--- config.mk ---
export PLATFORM = sky130hd
export DESIGN_NAME = differential_drive_odometry
export DESIGN_NICKNAME = d
export VERILOG_FILES = /design/src/sv/odo_pkg.sv /design/src/sv/differential_drive_odometry.sv /design/src/sv/odo_mul.sv /design/src/sv/odo_cordic.sv
export SDC_FILE = /design/constraint.sdc
export NUM_CORES = 2
export LEC_CHECK = 0
export BUFFER_PORTS_ARGS = -buffer_cell sky130_fd_sc_hd__buf_2
export CORE_ASPECT_RATIO = 0.7
export CORE_UTILIZATION = 35
export CTS_CLUSTER_DIAMETER = 30
export CTS_CLUSTER_SIZE = 28
export DETAILED_ROUTE_END_ITERATION = 10
export MAX_ROUTING_LAYER = met4
export SLEW_MARGIN = 20
export SYNTH_ARGS = -nofsm -noshare
export SYNTH_HDL_FRONTEND = slang
export SYNTH_SLANG_ARGS = --single-unit
--- constraint.sdc ---
create_clock -name aclk -period 26.1 [get_ports aclk]
set_clock_uncertainty 0.1 [all_clocks]
set_input_delay 5.22 -clock aclk [delete_from_list [all_inputs] [get_ports aclk]]
set_output_delay 5.22 -clock aclk [all_outputs]
set_load 0.005 [all_outputs]
--- src/sv/odo_pkg.sv ---
// ----------------------------------------------------------------------------
// odo_pkg
// Shared types, register indexes, opcodes and the CORDIC arctangent table for
// the differential-drive odometry block.
// ----------------------------------------------------------------------------
package odo_pkg;

    localparam int CORDIC_STEPS_DEF = 16;
    localparam int MUL_W  = 33;              // operand width of the serial multiplier
    localparam int PROD_W = 67;              // product shift register width
    localparam int CFG_W  = 24;              // widest configuration register

    localparam logic [32:0] CORDIC_K = 33'd652032874;

    localparam logic [1:0] OP_ENC   = 2'd0;
    localparam logic [1:0] OP_FUSED = 2'd1;
    localparam logic [1:0] OP_LOAD  = 2'd2;
    localparam logic [1:0] OP_NONE  = 2'd3;  // unused opcode, state left alone

    localparam logic [1:0] REG_LEFT_SCALE  = 2'd0;
    localparam logic [1:0] REG_RIGHT_SCALE = 2'd1;
    localparam logic [1:0] REG_TURN_GAIN   = 2'd2;

    localparam logic STATUS_OK      = 1'b0;
    localparam logic STATUS_INVALID = 1'b1;

    typedef struct packed {
        logic [1:0]         opcode;
        logic signed [15:0] left_ticks_delta;
        logic signed [15:0] right_ticks_delta;
        logic signed [15:0] heading_in;
        logic signed [31:0] x_in;
        logic signed [31:0] y_in;
    } odo_in_t;

    typedef struct packed {
        logic               status;
        logic signed [31:0] x_out;
        logic signed [31:0] y_out;
        logic signed [15:0] heading_out;
        logic signed [15:0] encoder_heading_out;
        logic signed [31:0] left_distance_out;
        logic signed [31:0] right_distance_out;
        logic signed [31:0] left_ticks_total;
        logic signed [31:0] right_ticks_total;
    } odo_out_t;

    typedef struct packed {
        logic       start;
        logic [5:0] nbits;                   // multiplier bits to consume
    } mul_req_t;

    function automatic logic [29:0] atan_lut(input logic [4:0] idx);
        logic [29:0] v;
        case (idx)
            5'd0:  v = 30'd536870912;
            5'd1:  v = 30'd316933406;
            5'd2:  v = 30'd167458907;
            5'd3:  v = 30'd85004756;
            5'd4:  v = 30'd42667331;
            5'd5:  v = 30'd21354465;
            5'd6:  v = 30'd10679838;
            5'd7:  v = 30'd5340245;
            5'd8:  v = 30'd2670163;
            5'd9:  v = 30'd1335087;
            5'd10: v = 30'd667544;
            5'd11: v = 30'd333772;
            5'd12: v = 30'd166886;
            5'd13: v = 30'd83443;
            5'd14: v = 30'd41722;
            5'd15: v = 30'd20861;
            5'd16: v = 30'd10430;
            5'd17: v = 30'd5215;
            5'd18: v = 30'd2608;
            5'd19: v = 30'd1304;
            5'd20: v = 30'd652;
            5'd21: v = 30'd326;
            5'd22: v = 30'd163;
            5'd23: v = 30'd81;
            default: v = 30'd0;
        endcase
        return v;
    endfunction

    // saturate a 33-bit sum to 32 bits
    function automatic logic [31:0] sat32(input logic [32:0] v);
        logic [31:0] r;
        if (v[32] != v[31]) begin
            r = v[32] ? 32'h8000_0000 : 32'h7FFF_FFFF;
        end else begin
            r = v[31:0];
        end
        return r;
    endfunction

endpackage

--- src/sv/differential_drive_odometry.sv ---
// An update runs serial multiplies of 16, 16 and 25 bits, then the CORDIC, then two
// serial multiplies of 28 bits and the commit state; a pose load, a rejected beat or an
// unused opcode goes straight to commit. One beat at a time: s_ready is high only in
// idle, and commit waits while the previous result beat is held by a low m_ready.
// Reset: synchronous, active low; clears pose, totals and all config registers.
// ----------------------------------------------------------------------------
// differential_drive_odometry
// Dead-reckoning odometry from wheel tick deltas: scales ticks, integrates the
// encoder heading and advances the pose along the midpoint heading.
// ----------------------------------------------------------------------------
module differential_drive_odometry
    import odo_pkg::*;
#(
    parameter int CORDIC_STEPS = CORDIC_STEPS_DEF
)
(
    input  logic             aclk,
    input  logic             aresetn,
    input  logic             cfg_we,
    input  logic [1:0]       cfg_index,
    input  logic [CFG_W-1:0] cfg_data,
    input  logic             s_valid,
    output logic             s_ready,
    input  odo_in_t          s_data,
    output logic             m_valid,
    input  logic             m_ready,
    output odo_out_t         m_data
);

    localparam logic [2:0] ST_IDLE   = 3'd0;
    localparam logic [2:0] ST_MUL_L  = 3'd1;
    localparam logic [2:0] ST_MUL_R  = 3'd2;
    localparam logic [2:0] ST_MUL_G  = 3'd3;
    localparam logic [2:0] ST_CORD   = 3'd4;
    localparam logic [2:0] ST_MUL_X  = 3'd5;
    localparam logic [2:0] ST_MUL_Y  = 3'd6;
    localparam logic [2:0] ST_COMMIT = 3'd7;

    logic [2:0]         state_reg, state_next;
    logic               launched_reg, launched_next;
    logic               m_valid_reg, m_valid_next;
    odo_out_t           out_reg, out_next;
    odo_in_t            in_reg, in_next;
    logic               bad_reg, bad_next;

    logic [19:0]        left_scale_reg, right_scale_reg;
    logic [23:0]        turn_gain_reg;

    logic [31:0]        pos_x_reg, pos_y_reg, left_dist_reg, right_dist_reg;
    logic [31:0]        left_total_reg, right_total_reg;
    logic [15:0]        heading_reg, enc_heading_reg;
    logic [31:0]        pos_x_next, pos_y_next, left_dist_next, right_dist_next;
    logic [31:0]        left_total_next, right_total_next;
    logic [15:0]        heading_next, enc_heading_next;

    logic signed [27:0] l_reg, l_next, r_reg, r_next;
    logic [15:0]        new_enc_reg, new_enc_c, fused_reg, fused_c, mid_reg, mid_c;
    logic [31:0]        dx_reg, dx_next;

    mul_req_t                mul_req;
    logic signed [MUL_W-1:0] mul_a, mul_b;
    logic                    mul_done;
    logic [PROD_W-1:0]       mul_p;
    logic                    cord_start, cord_done;
    logic signed [MUL_W-1:0] cos_val, sin_val;

    logic               accept;
    logic               serial_state;
    logic [36:0]        wheel_sum;
    logic signed [27:0] wheel_q8;
    logic signed [28:0] lr_sum, lr_diff;
    logic [15:0]        dang, hd;

    odo_mul u_mul (
        .aclk    (aclk),
        .aresetn (aresetn),
        .req     (mul_req),
        .a       (mul_a),
        .b       (mul_b),
        .done    (mul_done),
        .p       (mul_p)
    );

    odo_cordic #(
        .CORDIC_STEPS (CORDIC_STEPS)
    ) u_cordic (
        .aclk    (aclk),
        .aresetn (aresetn),
        .start   (cord_start),
        .angle   (mid_reg),
        .done    (cord_done),
        .cos_val (cos_val),
        .sin_val (sin_val)
    );

    assign s_ready = (state_reg == ST_IDLE);
    assign accept  = s_valid && s_ready;
    assign m_valid = m_valid_reg;
    assign m_data  = out_reg;

    // datapath terms taken from the serial product
    always_comb begin
        wheel_sum = mul_p[53:17] + 37'd128;
        wheel_q8  = signed'(wheel_sum[35:8]);
        lr_sum    = 29'(l_reg) + 29'(r_reg);
        lr_diff   = 29'(r_reg) - 29'(l_reg);
        dang      = mul_p[47:32];
        new_enc_c = enc_heading_reg + dang;
        fused_c   = (in_reg.opcode == OP_FUSED) ? in_reg.heading_in : new_enc_c;
        hd        = fused_c - heading_reg;
        mid_c     = heading_reg + {hd[15], hd[15:1]};
    end

    assign serial_state = (state_reg == ST_MUL_L) || (state_reg == ST_MUL_R) ||
                          (state_reg == ST_MUL_G) || (state_reg == ST_MUL_X) ||
                          (state_reg == ST_MUL_Y);
    assign cord_start   = (state_reg == ST_CORD) && !launched_reg;

    // serial multiplier operand select
    always_comb begin
        mul_req.start = serial_state && !launched_reg;
        mul_req.nbits = 6'd16;
        mul_a         = '0;
        mul_b         = '0;
        case (state_reg)
            ST_MUL_L: begin
                mul_a = signed'({13'b0, left_scale_reg});
                mul_b = 33'(in_reg.left_ticks_delta);
            end
            ST_MUL_R: begin
                mul_a = signed'({13'b0, right_scale_reg});
                mul_b = 33'(in_reg.right_ticks_delta);
            end
            ST_MUL_G: begin
                mul_req.nbits = 6'd25;
                mul_a         = 33'(lr_diff);
                mul_b         = signed'({9'b0, turn_gain_reg});
            end
            ST_MUL_X: begin
                mul_req.nbits = 6'd28;
                mul_a         = cos_val;
                mul_b         = 33'(signed'(lr_sum[28:1]));
            end
            ST_MUL_Y: begin
                mul_req.nbits = 6'd28;
                mul_a         = sin_val;
                mul_b         = 33'(signed'(lr_sum[28:1]));
            end
            default: begin
                mul_req.nbits = 6'd16;
            end
        endcase
    end

    always_comb begin
        state_next    = state_reg;
        launched_next = launched_reg;
        m_valid_next  = m_valid_reg;
        out_next      = out_reg;
        in_next       = in_reg;
        bad_next      = bad_reg;
        l_next        = l_reg;
        r_next        = r_reg;
        dx_next       = dx_reg;

        pos_x_next       = pos_x_reg;
        pos_y_next       = pos_y_reg;
        heading_next     = heading_reg;
        enc_heading_next = enc_heading_reg;
        left_dist_next   = left_dist_reg;
        right_dist_next  = right_dist_reg;
        left_total_next  = left_total_reg;
        right_total_next = right_total_reg;

        if (m_valid_reg && m_ready) begin
            m_valid_next = 1'b0;
        end

        if ((serial_state || state_reg == ST_CORD) && !launched_reg) begin
            launched_next = 1'b1;
        end

        case (state_reg)
            ST_IDLE: begin
                if (accept) begin
                    in_next  = s_data;
                    bad_next = (left_scale_reg == '0) || (right_scale_reg == '0) ||
                               (turn_gain_reg == '0);
                    if (bad_next || s_data.opcode == OP_LOAD ||
                        (s_data.opcode != OP_ENC && s_data.opcode != OP_FUSED)) begin
                        state_next = ST_COMMIT;
                    end else begin
                        state_next = ST_MUL_L;
                    end
                end
            end
            ST_MUL_L: begin
                if (launched_reg && mul_done) begin
                    l_next        = wheel_q8;
                    launched_next = 1'b0;
                    state_next    = ST_MUL_R;
                end
            end
            ST_MUL_R: begin
                if (launched_reg && mul_done) begin
                    r_next        = wheel_q8;
                    launched_next = 1'b0;
                    state_next    = ST_MUL_G;
                end
            end
            ST_MUL_G: begin
                if (launched_reg && mul_done) begin
                    launched_next = 1'b0;
                    state_next    = ST_CORD;
                end
            end
            ST_CORD: begin
                if (launched_reg && cord_done) begin
                    launched_next = 1'b0;
                    state_next    = ST_MUL_X;
                end
            end
            ST_MUL_X: begin
                if (launched_reg && mul_done) begin
                    dx_next       = mul_p[66:35];
                    launched_next = 1'b0;
                    state_next    = ST_MUL_Y;
                end
            end
            ST_MUL_Y: begin
                if (launched_reg && mul_done) begin
                    launched_next = 1'b0;
                    state_next    = ST_COMMIT;
                end
            end
            ST_COMMIT: begin
                // hold here while the previous result beat is still waiting
                if (!m_valid_reg || m_ready) begin
                    if (!bad_reg && in_reg.opcode == OP_LOAD) begin
                        pos_x_next       = in_reg.x_in;
                        pos_y_next       = in_reg.y_in;
                        heading_next     = in_reg.heading_in;
                        enc_heading_next = in_reg.heading_in;
                        left_dist_next   = '0;
                        right_dist_next  = '0;
                        left_total_next  = '0;
                        right_total_next = '0;
                    end else if (!bad_reg && (in_reg.opcode == OP_ENC ||
                                              in_reg.opcode == OP_FUSED)) begin
                        pos_x_next       = sat32(33'(signed'(pos_x_reg)) +
                                                 33'(signed'(dx_reg)));
                        pos_y_next       = sat32(33'(signed'(pos_y_reg)) +
                                                 33'(signed'(mul_p[66:35])));
                        heading_next     = fused_reg;
                        enc_heading_next = new_enc_reg;
                        left_dist_next   = sat32(33'(signed'(left_dist_reg)) + 33'(l_reg));
                        right_dist_next  = sat32(33'(signed'(right_dist_reg)) + 33'(r_reg));
                        left_total_next  = left_total_reg + 32'(in_reg.left_ticks_delta);
                        right_total_next = right_total_reg + 32'(in_reg.right_ticks_delta);
                    end
                    out_next.status              = bad_reg ? STATUS_INVALID : STATUS_OK;
                    out_next.x_out               = pos_x_next;
                    out_next.y_out               = pos_y_next;
                    out_next.heading_out         = heading_next;
                    out_next.encoder_heading_out = enc_heading_next;
                    out_next.left_distance_out   = left_dist_next;
                    out_next.right_distance_out  = right_dist_next;
                    out_next.left_ticks_total    = left_total_next;
                    out_next.right_ticks_total   = right_total_next;
                    m_valid_next                 = 1'b1;
                    state_next                   = ST_IDLE;
                end
            end
            default: begin
                state_next = ST_IDLE;
            end
        endcase
    end

    always_ff @(posedge aclk) begin
        if (!aresetn) begin
            state_reg       <= ST_IDLE;
            launched_reg    <= 1'b0;
            m_valid_reg     <= 1'b0;
            left_scale_reg  <= '0;
            right_scale_reg <= '0;
            turn_gain_reg   <= '0;
            pos_x_reg       <= '0;
            pos_y_reg       <= '0;
            heading_reg     <= '0;
            enc_heading_reg <= '0;
            left_dist_reg   <= '0;
            right_dist_reg  <= '0;
            left_total_reg  <= '0;
            right_total_reg <= '0;
        end else begin
            state_reg       <= state_next;
            launched_reg    <= launched_next;
            m_valid_reg     <= m_valid_next;
            pos_x_reg       <= pos_x_next;
            pos_y_reg       <= pos_y_next;
            heading_reg     <= heading_next;
            enc_heading_reg <= enc_heading_next;
            left_dist_reg   <= left_dist_next;
            right_dist_reg  <= right_dist_next;
            left_total_reg  <= left_total_next;
            right_total_reg <= right_total_next;
            if (cfg_we) begin
                case (cfg_index)
                    REG_LEFT_SCALE:  left_scale_reg  <= cfg_data[19:0];
                    REG_RIGHT_SCALE: right_scale_reg <= cfg_data[19:0];
                    REG_TURN_GAIN:   turn_gain_reg   <= cfg_data;
                    default: begin
                    end
                endcase
            end
        end
    end

    always_ff @(posedge aclk) begin
        out_reg <= out_next;
        in_reg  <= in_next;
        bad_reg <= bad_next;
        l_reg   <= l_next;
        r_reg   <= r_next;
        dx_reg  <= dx_next;
        if (state_reg == ST_MUL_G && launched_reg && mul_done) begin
            new_enc_reg <= new_enc_c;
            fused_reg   <= fused_c;
            mid_reg     <= mid_c;
        end
    end

`ifndef SYNTHESIS
    a_mul_done_in_mul_state: assert property (@(posedge aclk) disable iff (!aresetn)
        mul_done |-> serial_state)
        else $error("multiplier finished outside a multiply state");

    a_cord_done_in_cord_state: assert property (@(posedge aclk) disable iff (!aresetn)
        cord_done |-> (state_reg == ST_CORD))
        else $error("cordic finished outside its state");

    a_bad_goes_commit: assert property (@(posedge aclk) disable iff (!aresetn)
        (accept && (left_scale_reg == '0)) |=> (state_reg == ST_COMMIT))
        else $error("invalid config did not skip to commit");

    a_result_from_commit: assert property (@(posedge aclk) disable iff (!aresetn)
        $rose(m_valid_reg) |-> ($past(state_reg) == ST_COMMIT))
        else $error("result beat raised outside commit");
`endif

endmodule

--- src/sv/odo_mul.sv ---
// ----------------------------------------------------------------------------
// odo_mul
// Bit-serial signed multiplier: one multiplier bit per cycle, shift-add with
// a subtract on the sign bit. Product is left in a shift register.
// ----------------------------------------------------------------------------
module odo_mul
    import odo_pkg::*;
(
    input  logic                     aclk,
    input  logic                     aresetn,
    input  mul_req_t                 req,
    input  logic signed [MUL_W-1:0]  a,
    input  logic signed [MUL_W-1:0]  b,
    output logic                     done,
    output logic [PROD_W-1:0]        p
);

    logic                    busy_reg, busy_next;
    logic                    done_reg, done_next;
    logic [5:0]              cnt_reg, cnt_next;
    logic [5:0]              nbits_reg, nbits_next;
    logic signed [MUL_W-1:0] a_reg, a_next;
    logic [PROD_W-1:0]       p_reg, p_next;

    logic                    last;
    logic signed [MUL_W+1:0] addend;
    logic signed [MUL_W+1:0] sum;

    always_comb begin
        last   = (cnt_reg == nbits_reg - 6'd1);
        if (p_reg[0]) begin
            addend = last ? -(35'(a_reg)) : 35'(a_reg);
        end else begin
            addend = '0;
        end
        sum = signed'({p_reg[PROD_W-1], p_reg[PROD_W-1:MUL_W]}) + addend;

        busy_next  = busy_reg;
        done_next  = 1'b0;
        cnt_next   = cnt_reg;
        nbits_next = nbits_reg;
        a_next     = a_reg;
        p_next     = p_reg;
        if (req.start) begin
            busy_next  = 1'b1;
            cnt_next   = '0;
            nbits_next = req.nbits;
            a_next     = a;
            p_next     = {34'b0, b};
        end else if (busy_reg) begin
            p_next   = {sum, p_reg[MUL_W-1:1]};
            cnt_next = cnt_reg + 6'd1;
            if (last) begin
                busy_next = 1'b0;
                done_next = 1'b1;
            end
        end
    end

    always_ff @(posedge aclk) begin
        if (!aresetn) begin
            busy_reg <= 1'b0;
            done_reg <= 1'b0;
        end else begin
            busy_reg <= busy_next;
            done_reg <= done_next;
        end
    end

    always_ff @(posedge aclk) begin
        cnt_reg   <= cnt_next;
        nbits_reg <= nbits_next;
        a_reg     <= a_next;
        p_reg     <= p_next;
    end

    assign done = done_reg;
    assign p    = p_reg;

endmodule

--- src/sv/odo_cordic.sv ---
// ----------------------------------------------------------------------------
// odo_cordic
// Iterative rotation-mode CORDIC, one micro-rotation per cycle, with quadrant
// reduction of a 16-bit binary angle and quadrant fix-up of the result.
// ----------------------------------------------------------------------------
module odo_cordic
    import odo_pkg::*;
#(
    parameter int CORDIC_STEPS = CORDIC_STEPS_DEF
)
(
    input  logic                    aclk,
    input  logic                    aresetn,
    input  logic                    start,
    input  logic [15:0]             angle,
    output logic                    done,
    output logic signed [MUL_W-1:0] cos_val,
    output logic signed [MUL_W-1:0] sin_val
);

    localparam int CW = $clog2(CORDIC_STEPS);

    logic                    busy_reg, busy_next;
    logic                    done_reg, done_next;
    logic [CW-1:0]           cnt_reg, cnt_next;
    logic [1:0]              q_reg, q_next;
    logic signed [MUL_W-1:0] x_reg, x_next;
    logic signed [MUL_W-1:0] y_reg, y_next;
    logic signed [31:0]      z_reg, z_next;

    logic [15:0]             ang_off;
    logic [15:0]             r;
    logic signed [MUL_W-1:0] xs, ys;
    logic signed [31:0]      at;

    always_comb begin
        ang_off = angle + 16'h2000;
        r       = angle - {ang_off[15:14], 14'b0};
        xs      = x_reg >>> cnt_reg;
        ys      = y_reg >>> cnt_reg;
        at      = signed'({2'b00, atan_lut(5'(cnt_reg))});

        busy_next = busy_reg;
        done_next = 1'b0;
        cnt_next  = cnt_reg;
        q_next    = q_reg;
        x_next    = x_reg;
        y_next    = y_reg;
        z_next    = z_reg;
        if (start) begin
            busy_next = 1'b1;
            cnt_next  = '0;
            q_next    = ang_off[15:14];
            x_next    = signed'(CORDIC_K);
            y_next    = '0;
            z_next    = signed'({r, 16'b0});
        end else if (busy_reg) begin
            if (!z_reg[31]) begin
                x_next = x_reg - ys;
                y_next = y_reg + xs;
                z_next = z_reg - at;
            end else begin
                x_next = x_reg + ys;
                y_next = y_reg - xs;
                z_next = z_reg + at;
            end
            cnt_next = cnt_reg + 1'b1;
            if (cnt_reg == CW'(CORDIC_STEPS - 1)) begin
                busy_next = 1'b0;
                done_next = 1'b1;
            end
        end
    end

    always_ff @(posedge aclk) begin
        if (!aresetn) begin
            busy_reg <= 1'b0;
            done_reg <= 1'b0;
        end else begin
            busy_reg <= busy_next;
            done_reg <= done_next;
        end
    end

    always_ff @(posedge aclk) begin
        cnt_reg <= cnt_next;
        q_reg   <= q_next;
        x_reg   <= x_next;
        y_reg   <= y_next;
        z_reg   <= z_next;
    end

    // rotate back by the removed quarter turns
    always_comb begin
        case (q_reg)
            2'd0: begin
                cos_val = x_reg;
                sin_val = y_reg;
            end
            2'd1: begin
                cos_val = -y_reg;
                sin_val = x_reg;
            end
            2'd2: begin
                cos_val = -x_reg;
                sin_val = -y_reg;
            end
            default: begin
                cos_val = y_reg;
                sin_val = -x_reg;
            end
        endcase
    end

    assign done = done_reg;

endmodule
==> metrics.md <==
| Metric | Value |
|---|---|
| Max Fclk | `128 MHz` |
| WS Path Type | `register to output port` |
| Rel. slew slack | `14.3%` |
| Worst setup margin | `18.28 ns` |
| Sinks on Clock Net | `1,016` |
| Height of the die | `373 um` |
| Die Footprint | `199,000 um2` |
| Root buffer cell | `clkbuf_16` |
| Synth Register Bits | `1,016` |
| Ys Warns | `0` |
| Placer congestion estimate | `0.979` |
| Unique cell type count in the Yosys netlist | `106` |
| Syn_area_per_cell | `8.93 um2` |
| Residual DRC | `24` |
| TritonCTS clock tree | `built` |
| Crit-path max cell delay | `0.66 ns` |
| Violated checks | `DRC` |
| 1st-iter DRT viols | `7,056` |
| Max IR drop VDD | `0.0856 mV` |
| Worst-path clk slew | `0.05 ns` |
| Vias in the first global route | `56,200` |
| Setup TNS | `0 ns` |
| Fin crit share | `30.0%` |
| Area Overhead vs Synth | `16.2%` |
| Row Count | `135` |
| Largest net degree at the start of global routing | `123` |
| CP arrival | `2.50 ns` |
| Initial core utilization | `35.4%` |
| Post-synth EDFFs | `563` |
| Most numerous cell in the Yosys netlist | `nand2_1` |
| Syn Nets | `8,318` |
| Sequential share of the synthesized area | `37.7%` |
| Router iterations before antenna repair | `11` |
| Hold Fails Final Rpt | `0` |
| Global-route wire length before repair | `360,000 um` |
| CTS resizes | `0` |
| Total Nets Final | `8,542` |
| DP Worst Slack | `17.64 ns` |
| Minimum clock period | `7.82 ns` |
| Maximum root-to-sink buffer count | `4` |
| Antenna violations before repair | `35` |
| FFs w/ async S/R, synth | `0%` |
| Setup violators final | `0` |
| Die width | `533 um` |
| Primary FF master, synth | `edfxtp_1` |
| Fill cells | `19,000` |
| CTS Buf Count | `203` |
| GRT Util Overall | `24.2%` |
| H-tree Lvls | `4` |
| Post-synthesis cell area | `69,000 um2` |
| MaxCap Viol Count | `0` |
| Skew-Pair Late Insertion Delay | `0.89 ns` |
| Multi-input gate area | `40,500 um2` |
| Post-Synthesis Cells | `7,718` |
| Total number of vias | `61,900` |
| Grt total ovfl | `0` |
| Top cells by area, synth | `edfxtp_1 (25%), dfxtp_1 (13%), ha_1 (8.0%)` |
| Slew Viols, Final | `0` |
| Hold WC Path Type | `register to register` |
| Storage cell area | `26,000 um2` |
| Crit-path cells | `buf_4 -> nor3_1 -> buf_2` |
| Yosys top cell area share | `24.5%` |
| Max reg flops | `225` |
| CP Data Required Time | `20.78 ns` |
| Synth area leader | `edfxtp_1` |
| Drt wl/cell | `22.8 um` |
| Core ar. | `195,000 um2` |
| Critical Path Source Type | `register` |
| Detailed Route WL | `245,000 um` |
| Share of layout cells above drive strength 1 | `13.2%` |
| Worst-Margin Slew | `1.28 ns` |
| Critical Path Slowest Stage Cell | `nor3_1` |
| Crit-path max FO | `45` |
| Post-synth top cells | `nand2_1 (924), a21oi_1 (732), nor2_1 (684), edfxtp_1 (563), o21ai_0 (470)` |
| Unrepaired setup endpoints after global routing | `no` |
| Leakage | `0.0318 uW` |
| # port buffers | `371` |
| Status | `complete, but fails checks` |
| Io pins | `372` |
| Setup bufs post-CTS | `0` |
| Antenna viol nets, final | `0` |
| Hold_buf cts | `0` |
| Dpl hpwl | `183,000 um` |
| Pwr/cell area | `124 nW/um2` |
| Via/cell ratio | `5.76` |
| Hold_ws | `0.370 ns` |
| Critical Path Sink Type | `output port` |
-- worst paths after layout --
kind / from / end / slack, ns / cells past startpoint
worst max-delay path: state_reg[1] / s_ready / 18.28 / 3
worst min-delay path: left_scale_reg[12] / left_scale_reg[12] / 0.37 / 2
worst max register to register: u_cordic.cnt_reg[1] / u_cordic.x_reg[32] / 18.63 / 20
worst min register to register: left_scale_reg[12] / left_scale_reg[12] / 0.37 / 2
-- where the power goes --
group | switching, uW | internal, uW | leakage (uW)
clock | 981 | 1670 | 0.00339
combinational | 2840 | 1950 | 0.0195
sequential | 421 | 2040 | 0.00892
total | 4250 | 5660 | 0.0318
-- placed cells by master, fill, tap and decap left out, types with 43 or more instances in the layout --
master     count
nand2_1      922
xnor2_1      373
a21o_1       216
and3_1        51
and2_1        71
nor2_1       678
o31ai_1       61
mux2i_1      150
o22ai_1       53
buf_2        371
a31oi_1      100
o21bai_1      46
dfxtp_1      447
o211ai_1      49
nor4_1        47
xor2_1       218
nand4_1       43
a21oi_1      731
ha_1         440
mux4_2        65
nor3_1       152
buf_4         83
a211oi_1      82
inv_1        220
edfxtp_1     563
o21ai_0      470
clkbuf_16    210
or3_1         62
a22oi_1       46
mux2_2        60
o21a_1        87
nand3_1      114
nand2b_1      87
-- critical path, delay by kind of cell (launching register included) --
family                 cells  cell delay, ns
DFF                        1            0.31
and+or+nand+nor            1            0.66
buffers and inverters      2            0.62
-- stage by stage --
stage / instances / instance area (um2) / total power, uW / utilization [%]
finish: 10700 / 80100 / 9900 / 41.2
global route: 10700 / 80100 / 10500 / 41.2
CTS: 10700 / 80100 / 9840 / 41.1
detailed placement: 10300 / 73100 / 7140 / 37.6
global placement: 10300 / 73100 / 7060 / 37.6
floorplan: 7718 / 69000 / 5960 / -
-- per-layer routing --
layer / global-route usage [%] / wire length (um)
met2: 32.2 / 97300
met5: - / 0
met1: 35.5 / 114000
met3: 6.46 / 27700
met4: 6.08 / 6030
-- cell type report --
class                      instances  share of cell area [%]
antenna                           23                  0.0718
clock buffer                     231                    6.73
clock inverter                   140                    1.95
inverter                         228                    1.09
multi-input combinational       6038                    50.5
sequential                      1016                    32.4
tap                             2603                    4.06
timing repair buffer             455                    3.12
-- cells by family (layout without fill, tap and decap cells) --
kind of cell    count (synthesis)  after routing  synth area share [%]
fa+ha+maj                     462            462                  8.52
simple gates                 2391           2391                  15.7
mux                           284            284                  5.54
compound gates               2308           2308                  21.3
buf+inv                       664           1054                  3.78
other cells                     0             23                     0
flops                        1016           1016                  37.7
xor+xnor                      593            593                  7.53
No activity file was read; power rests on OpenSTA's default activity.
